## src/hw/rtl/gf3x3_pkg.sv

```systemverilog
// Shared types and constants of the 3x3 gap filling filter.
// No dependencies; the RTL files but gf3x3_ram refer to it by scoped names, the testbench imports it.
package gf3x3_pkg;

   localparam int PIX_W       = 8;
   localparam int FW_W        = 12;
   localparam int FH_W        = 16;
   localparam int CSR_DATA_W  = 16;
   localparam int CSR_INDEX_W = 2;
   localparam int MIN_FRAME   = 3;

   typedef logic [PIX_W-1:0] pixel_type;
   typedef logic [1:0]       slot_type;

   // Register indexes of the configuration port.
   localparam logic [CSR_INDEX_W-1:0] CSR_FRAME_WIDTH  = 2'd0;
   localparam logic [CSR_INDEX_W-1:0] CSR_FRAME_HEIGHT = 2'd1;
   localparam logic [CSR_INDEX_W-1:0] CSR_DARK_LEVEL   = 2'd2;
   localparam logic [CSR_INDEX_W-1:0] CSR_FILL_VALUE   = 2'd3;

   // Request operation codes.
   localparam logic OP_PIXEL = 1'b0;
   localparam logic OP_FLUSH = 1'b1;

   localparam logic [FW_W-1:0] FRAME_WIDTH_RESET  = 12'd640;
   localparam logic [FH_W-1:0] FRAME_HEIGHT_RESET = 16'd480;
   localparam pixel_type       DARK_LEVEL_RESET   = 8'd64;
   localparam pixel_type       FILL_VALUE_RESET   = 8'd64;

   // Issue information for one output pixel, handed from the tracker to the kernel stage.
   typedef struct packed {
      logic     emit;
      logic     border;
      logic     frame_end;
      slot_type mid_slot;
      slot_type below_slot;
      logic     above_slot;
      logic     done_slot;
      logic     snoop_hit;
   } issue_type;

   // The 3x3 neighbourhood of the pixel being cleaned.
   typedef struct packed {
      pixel_type centre;
      pixel_type left;
      pixel_type right;
      pixel_type up_left;
      pixel_type up;
      pixel_type up_right;
      pixel_type down_left;
      pixel_type down;
      pixel_type down_right;
   } window_type;

endpackage

```

## src/hw/rtl/gf3x3_track.sv

```systemverilog
// Stream position tracking of the gap filling filter: input and output positions,
// line buffer slots and the pending count. Depends on gf3x3_pkg.
module gf3x3_track #(
   parameter int MAX_WIDTH = 2048
) (
   input  logic                           clock,
   input  logic                           reset,
   input  logic                           restart,
   input  logic                           accept,
   input  logic                           op,
   input  logic [gf3x3_pkg::FW_W-1:0]     frame_width,
   input  logic [gf3x3_pkg::FH_W-1:0]     frame_height,
   output gf3x3_pkg::issue_type           issue,
   output logic [$clog2(MAX_WIDTH)-1:0]   rd_col,
   output logic [$clog2(MAX_WIDTH)-1:0]   rd_col_next,
   output logic                           wr_en,
   output gf3x3_pkg::slot_type            wr_slot,
   output logic [$clog2(MAX_WIDTH)-1:0]   wr_col
);

   localparam int CW = $clog2(MAX_WIDTH);
   localparam int PW = $clog2(MAX_WIDTH + 2);

   logic [CW-1:0]                  in_col_ff, in_col_in;
   gf3x3_pkg::slot_type            in_slot_ff, in_slot_in;
   logic [CW-1:0]                  out_col_ff, out_col_in;
   logic [gf3x3_pkg::FH_W-1:0]     out_row_ff, out_row_in;
   gf3x3_pkg::slot_type            out_slot_ff, out_slot_in;
   logic                           done_slot_ff, done_slot_in;
   logic [PW-1:0]                  pending_ff, pending_in;

   logic [CW-1:0]                  w_last;
   logic [gf3x3_pkg::FH_W-1:0]     h_last;
   logic [PW-1:0]                  w_full;
   logic                           is_pixel;
   logic                           emit;
   logic                           in_col_last;
   logic                           out_col_last;
   gf3x3_pkg::slot_type            below_slot;

   function automatic gf3x3_pkg::slot_type slot_next(input gf3x3_pkg::slot_type s);
      slot_next = (s == 2'd2) ? 2'd0 : s + 2'd1;
   endfunction

   // Effective geometry: width clamped to the line buffer, both at least three.
   always_comb begin
      if (frame_width < gf3x3_pkg::FW_W'(gf3x3_pkg::MIN_FRAME)) begin
         w_last = CW'(gf3x3_pkg::MIN_FRAME - 1);
      end else if (32'(frame_width) > MAX_WIDTH) begin
         w_last = CW'(MAX_WIDTH - 1);
      end else begin
         w_last = CW'(frame_width - gf3x3_pkg::FW_W'(1));
      end
      if (frame_height < gf3x3_pkg::FH_W'(gf3x3_pkg::MIN_FRAME)) begin
         h_last = gf3x3_pkg::FH_W'(gf3x3_pkg::MIN_FRAME - 1);
      end else begin
         h_last = frame_height - gf3x3_pkg::FH_W'(1);
      end
   end

   assign w_full       = PW'(w_last) + PW'(1);
   assign is_pixel     = (op == gf3x3_pkg::OP_PIXEL);
   assign emit         = accept && (is_pixel ? (pending_ff > w_full) : (pending_ff != '0));
   assign in_col_last  = (in_col_ff == w_last);
   assign out_col_last = (out_col_ff == w_last);
   assign below_slot   = slot_next(out_slot_ff);

   assign wr_en       = accept && is_pixel;
   assign wr_slot     = in_slot_ff;
   assign wr_col      = in_col_ff;
   assign rd_col      = out_col_ff;
   assign rd_col_next = out_col_last ? '0 : out_col_ff + CW'(1);

   always_comb begin
      issue.emit       = emit;
      issue.border     = (out_row_ff == '0) || (out_row_ff == h_last) ||
                         (out_col_ff == '0) || out_col_last;
      issue.frame_end  = (out_row_ff == h_last) && out_col_last;
      issue.mid_slot   = out_slot_ff;
      issue.below_slot = below_slot;
      issue.above_slot = ~done_slot_ff;
      issue.done_slot  = done_slot_ff;
      // The incoming pixel lands on the lower left neighbour of the next output pixel.
      issue.snoop_hit  = wr_en && (in_slot_ff == below_slot) && (out_col_ff != '0) &&
                         (in_col_ff == out_col_ff - CW'(1));
   end

   always_comb begin
      in_col_in    = in_col_ff;
      in_slot_in   = in_slot_ff;
      out_col_in   = out_col_ff;
      out_row_in   = out_row_ff;
      out_slot_in  = out_slot_ff;
      done_slot_in = done_slot_ff;
      pending_in   = pending_ff;
      if (wr_en) begin
         if (in_col_last) begin
            in_col_in  = '0;
            in_slot_in = slot_next(in_slot_ff);
         end else begin
            in_col_in  = in_col_ff + CW'(1);
         end
      end
      if (emit) begin
         if (out_col_last) begin
            out_col_in   = '0;
            out_slot_in  = slot_next(out_slot_ff);
            done_slot_in = ~done_slot_ff;
            out_row_in   = (out_row_ff == h_last) ? '0 : out_row_ff + gf3x3_pkg::FH_W'(1);
         end else begin
            out_col_in   = out_col_ff + CW'(1);
         end
      end
      if (wr_en && !emit) begin
         pending_in = pending_ff + PW'(1);
      end else if (!wr_en && emit) begin
         pending_in = pending_ff - PW'(1);
      end
   end

   always_ff @(posedge clock) begin
      if (reset || restart) begin
         in_col_ff    <= '0;
         in_slot_ff   <= '0;
         out_col_ff   <= '0;
         out_row_ff   <= '0;
         out_slot_ff  <= '0;
         done_slot_ff <= 1'b0;
         pending_ff   <= '0;
      end else begin
         in_col_ff    <= in_col_in;
         in_slot_ff   <= in_slot_in;
         out_col_ff   <= out_col_in;
         out_row_ff   <= out_row_in;
         out_slot_ff  <= out_slot_in;
         done_slot_ff <= done_slot_in;
         pending_ff   <= pending_in;
      end
   end

endmodule

```

## config.mk

```make
export PLATFORM = sky130hd
export DESIGN_NAME = gf3x3_track
export DESIGN_NICKNAME = d
export VERILOG_FILES = /design/src/hw/rtl/gf3x3_pkg.sv /design/src/hw/rtl/gf3x3_track.sv
export SDC_FILE = /design/constraint.sdc
export NUM_CORES = 1
export LEC_CHECK = 0
export ABC_AREA = 0
export BUFFER_PORTS_ARGS = -buffer_cell sky130_fd_sc_hd__buf_4
export CORE_MARGIN = 3
export CORE_UTILIZATION = 45
export DETAILED_ROUTE_END_ITERATION = 8
export PLACE_DENSITY = 0.71
export SYNTH_ARGS = -nofsm -noshare
export SYNTH_HDL_FRONTEND = slang
export SYNTH_SLANG_ARGS = --single-unit
export TNS_END_PERCENT = 5
```

## constraint.sdc

```tcl
create_clock -name clock -period 24.2 [get_ports clock]
set_input_delay 6.05 -clock clock [delete_from_list [all_inputs] [get_ports clock]]
set_output_delay 6.05 -clock clock [all_outputs]
set_load 0.01 [all_outputs]
```

# Word level (Yosys, flattened, before mapping)
# Cells that the tools add are included.
# totals
reg_bits,55
output_inout_bits,46
word_cells,63
# classes
addsub,11
n_lt_le_gt_ge,4
eq_ne,7
mux,11
n_bitwise,2
reduce_logical,21
# ops
operator,count
11-bit 2-to-1 mux,4
11-bit == test,3
16-bit 2-to-1 mux,2
12-bit 2-to-1 mux,2
"11-bit by 1-bit adder with 11-bit output, second input constant",2
"11-bit by 1-bit subtractor with 11-bit output, second input constant",2
"16-bit by 1-bit adder with 16-bit output, second input constant",1
16-bit == test,1
16-bit zero test,1
"16-bit by 2-bit < comparator with 1-bit output, second input constant",1
"16-bit by 1-bit subtractor with 16-bit output, second input constant",1
"11-bit by 1-bit adder with 12-bit output, second input constant",1
"12-bit by 1-bit adder with 12-bit output, second input constant",1
12-bit greater-than comparator,1
"12-bit greater-than comparator, second input constant",1
"12-bit by 2-bit < comparator with 1-bit output, second input constant",1
12-bit nonzero test,1
"12-bit by 1-bit subtractor with 12-bit output, second input constant",1
11-bit zero test,1
11-bit nonzero test,1
1-bit logical AND,8
"2-bit by 1-bit adder with 2-bit output, second input constant",2
"2-bit == test, second input constant",2
1-bit logical OR,4
7 further kinds,11

# Logic depth before layout (Yosys ltp)
# depth
ltp_word,10
ltp_mapped,33
mapped_depth_nobuf,30

# Least setup slack after synthesis
# Ideal clock, no wire load.
# synth_timing
kind,input to output
startpoint,input port frame_width[0] in the netlist's numbering
endpoint,output port issue[9] in the netlist's numbering
arrival_ps,10346
required_time_ps,18150
setup_slack_ps,7804
stages,21
n_path_buf,3
cell_sequence,clkbuf_2 inv_1 ha_1 or4b_1 o31ai_2 buf_2 nand2_1 nand2_1 inv_1 ha_1 and3_1 nand3_1 nor3_1 xnor2_1 ha_1 a21oi_1 nand2_1 a211o_1 o311ai_0 inv_1 buf_4
# synth_via
elab_chain_cells,7
# synth_lines
element,line,text
"start, declared",gf3x3_track.sv:11,"input logic [gf3x3_pkg::FW_W-1:0] frame_width,"
11-bit by 1-bit subtractor with 11-bit output or 12-bit greater-than comparator (tied branches),"gf3x3_track.sv:52, gf3x3_track.sv:49",
11-bit 2-to-1 mux,gf3x3_track.sv:49,end else if (32'(frame_width) > MAX_WIDTH) begin
11-bit 2-to-1 mux *,gf3x3_track.sv:47,if (frame_width < gf3x3_pkg::FW_W'(gf3x3_pkg::MIN_FRAME)) begin
11-bit by 1-bit adder with 12-bit output *,gf3x3_track.sv:61,assign w_full = PW'(w_last) + PW'(1);
12-bit greater-than comparator *,gf3x3_track.sv:63,assign emit = accept && (is_pixel ? (pending_ff > w_full) : (pending_ff != '0));
1-bit 2-to-1 mux *,gf3x3_track.sv:63,
1-bit logical AND *,gf3x3_track.sv:63,
"end, declared",gf3x3_track.sv:13,"output gf3x3_pkg::issue_type issue,"
# Mark *: on every way between the ends. The rest lies on a longest branch, timed or not.

==> out/metrics.csv <==
stage,metric,value,unit
outcome,outcome,finished clean,
floorplan,die width,120.5,um
synth,Netlist cell types,72,
critical_path,R2R depth,19,
finish,Final #Nets,927,
global_routing,largest net degree at the start of global routing,40,
timing,Final Hold Vio Count,0,
finish,Filler Cells Inserted,1280,
placed_design,placed insts,1024,
detailed_routing,final WL,16550,um
clock_network,# hold bufs at CTS,0,
synth,Mapped Avg Cell Area,7.170,um^2
placed_design,Buffers on Ports,78,
synth,Most used DFF post-synth,dfxtp_1,
timing,final setup violation count,0,
clock_network,clock tree from TritonCTS,yes,
timing,Slew headroom,16.42,%
synth,synth top area cells,"dfxtp_1, xnor2_1, ha_1",
worst_hold_path,Hold Path Sink,pending_ff[11]$_SDFFE_PP0P_,
timing,Final period util,69.68,%
clock_network,# resized after CTS,0,
synth,Syn. warnings,0,
synth,syn_nets,891,
synth,async set-or-reset flop fraction in the synthesized netlist,0,%
floorplan,I/O pin cnt,79,
critical_path,Worst Setup Start Kind,input port,
clock_network,CTS max path bufs,2,
critical_path,Reg2Reg Launch Point,pending_ff[10]$_SDFFE_PP0P_,
synth,Mapped Cells,823,
power,power per cell area,38.14,nW/um^2
timing,FMAX,59.30,MHz
clock_network,CTS Buf Count,5,
clock_network,CTS Sinks,55,
critical_path,r2r setup slk,19.87,ns
floorplan,starting density of the core,46.38,%
timing,RSZ-0062 raised after global routing,false,
timing,min Tclk post-route,16.86,ns
synth,Post-Syn Area,5901,um^2
critical_path,Worst Path Arrival,10.81,ns
placed_design,GPL Wtd Cong,0.9234,
critical_path,FF-to-FF End,pending_ff[10]$_SDFFE_PP0P_,
detailed_routing,DRT iter0 DRCs,542,
global_routing,initial antenna violation count,0,
flow_run,MaxCap Viol Count,0,
critical_path,CP Capture Type,output port,
global_routing,global-route wire length before repair,27280,um
detailed_routing,wire per inst,16.04,um
synth,Synth top cells by count,"nor2_1, nand2_1, dfxtp_1",
clock_network,"Clk pin slew, worst setup/hold paths",0.07,ns
finish,diode count,0,
detailed_routing,routed vias,6146,
global_routing,GRT Residual Overflow,0,
global_routing,vias in the first global route,5491,
synth,number of enable flip-flop cells after synthesis,0,
worst_hold_path,Hold Path Depth,2,
synth,Seq cells post-synth,55,
synth,Synth area leader,dfxtp_1,
floorplan,Die H,120.5,um
global_routing,Overall Global Routing Usage,22.39,%
detailed_routing,vias per cell,5.955,
synth,"Seq/Total Area, Yosys",18.66,%
synth,most common cell in the netlist,nor2_1,
timing,fin. max-slew vios,0,
clock_network,worst skew pair latency,0.30,ns
timing,Worst Clk Skew,0.01216,ns
detailed_routing,first-pass iteration count of the detailed router,5,
floorplan,DIE AREA,14520,um^2
worst_hold_path,hold wc startpoint,pending_ff[11]$_SDFFE_PP0P_,
power,worst vdd ir,35.64,uV
synth,top cell type's share of synthesized area,18.66,%
clock_network,CTS H-tree lvls,2,
finish,area grow syn2layout,13.02,%
finish,fin cells,1032,
floorplan,core area,12720,um^2
timing,Fin Setup TNS,0,ns
floorplan,Std-Cell Rows,41,
critical_path,worst-path maximum fanout,14,
power,LEAKAGE,2.589,nW
placed_design,DP Wirelength,12450,um
detailed_routing,Remaining DRCs,0,
worst_hold_path,Worst Hold Class,flip-flop to flip-flop,
critical_path,Worst Path Required,18.15,ns
clock_network,CTS root buf,clkbuf_16,
timing,Slew @ Worst Pin,1.250,ns
critical_path,crit path kind,input port to output port,
clock_network,"Setup Fix Bufs, Post-CTS",0,
finish,fraction of layout cells with a size suffix above 1,13.84,%
detailed_routing,ANT nets after route,0,
## layout make-up
cell class / count / area (um^2) / share of cell area (%)
Multi-Input combinational cell: 683 / 4463 / 66.92
Clock inverter: 3 / 28.78 / 0.4315
Sequential cell: 55 / 1101 / 16.51
Inverter: 32 / 120.1 / 1.801
Timing Repair Buffer: 82 / 615.6 / 9.231
Tap cell: 172 / 215.2 / 3.227
Clock buffer: 5 / 125.1 / 1.876
## sequential cells by signal, indices dropped and copies added, names as in the netlist
register	count
rd_col	11
wr_col	11
done_slot_ff	1
wr_slot	2
out_row_ff	16
out_slot_ff	2
pending_ff	12
## logic make-up (layout without fill, tap and decap cells)
group | Yosys count | after routing | synth area share (%)
xor gates and xnor gates | 73 | 73 | 10.84
buffers and inverters | 85 | 122 | 5.831
muxes | 19 | 19 | 3.287
DFF | 55 | 55 | 18.66
and+or+nand+nor | 378 | 378 | 33.29
AOI/OAI and AO/OA | 178 | 178 | 20.55
adders and majority gates | 35 | 35 | 7.549
## cells in the final DEF (no fill, tap or decap), types with 4 or more instances in the layout
cell type / netlist / routed
a221oi_1: 4 / 4
dfxtp_1: 55 / 55
xnor2_1: 50 / 50
nor4_1: 25 / 25
or2_2: 10 / 10
or3_1: 12 / 12
xor2_1: 23 / 23
o21bai_1: 4 / 4
o21a_1: 4 / 4
nor2b_1: 7 / 7
a21oi_1: 51 / 51
or4_1: 11 / 11
o32ai_1: 4 / 4
clkbuf_16: 0 / 5
o31ai_1: 13 / 13
a32oi_1: 5 / 5
inv_1: 32 / 32
and2_1: 4 / 4
buf_4: 3 / 82
ha_1: 34 / 34
a31oi_1: 16 / 16
o31a_1: 6 / 6
a21o_1: 6 / 6
mux2i_1: 16 / 16
nand2_1: 70 / 70
nand3_1: 42 / 42
nor4b_1: 6 / 6
nand2b_1: 11 / 11
o211ai_1: 7 / 7
o21ai_0: 25 / 25
nand4_1: 19 / 19
or3b_2: 4 / 4
and3_1: 16 / 16
nor2_1: 96 / 96
nor3_1: 29 / 29
## how the worst max path moves through the flow
stage / from / endpoint / slack (ns) / depth (start not counted)
after floorplan: frame_width[0] / issue[9] / 7.80 / 21
after global placement: frame_width[0] / issue[9] / 7.65 / 22
after detailed placement: frame_width[0] / issue[9] / 7.47 / 22
after CTS: frame_width[0] / issue[9] / 7.45 / 22
after global routing: frame_width[0] / issue[9] / 6.96 / 22
final: frame_width[0] / issue[9] / 7.34 / 22
## per-stage QoR
| step | power, W | setup slack, ns | utilization (%) | hold slack, ns | instance area, um^2 |
|---|---|---|---|---|---|
| floorplan | 0.0001582 | 7.804 | - | 0.4756 | 5901 |
| global placement | 0.0001776 | 7.654 | 51.21 | 0.5055 | 6515 |
| detailed placement | 0.0001782 | 7.471 | 51.21 | 0.5132 | 6515 |
| CTS | 0.0002554 | 7.445 | 52.42 | 0.5221 | 6669 |
| global route | 0.0002704 | 6.958 | 52.42 | 0.5508 | 6669 |
| finish | 0.0002544 | 7.337 | 52.42 | 0.5224 | 6669 |
## worst max-delay path: stages
cell      delay, ns
buf_4          0.14
inv_1          0.09
ha_1           0.25
or4b_1         0.56
o31ai_2        0.72
nand2_1        0.16
nand2_1        0.12
inv_1          0.08
ha_1           0.21
and3_1         0.19
nand3_1        0.13
nor3_1         0.07
xnor2_1        0.18
ha_1           0.31
nand4_1        0.12
or2_2          0.32
nor4_1         0.33
a31oi_1        0.10
o311ai_2       0.10
buf_4          0.26
inv_1          0.14
buf_4          0.17
## layer usage
| metal | share of wire, % | wire length, um | GRT usage (%) |
|---|---|---|---|
| met4 | 1.6 | 258 | 5.028 |
| met5 | 0 | 0 | 0 |
| met1 | 48 | 8021 | 33.24 |
| met2 | 44 | 7314 | 34.75 |
| met3 | 5.8 | 958 | 2.619 |
## power breakdown
group	leakage [nW]	internal [W]	total, W	switching (W)
Combinational	2.07	0.0000352	0.0000812	0.0000460
Sequential	0.444	0.0000927	0.0000961	0.00000337
Clock	0.0759	0.0000396	0.0000771	0.0000375
Total	2.59	0.000168	0.000254	0.0000869
(Power assumes the default switching activity.)
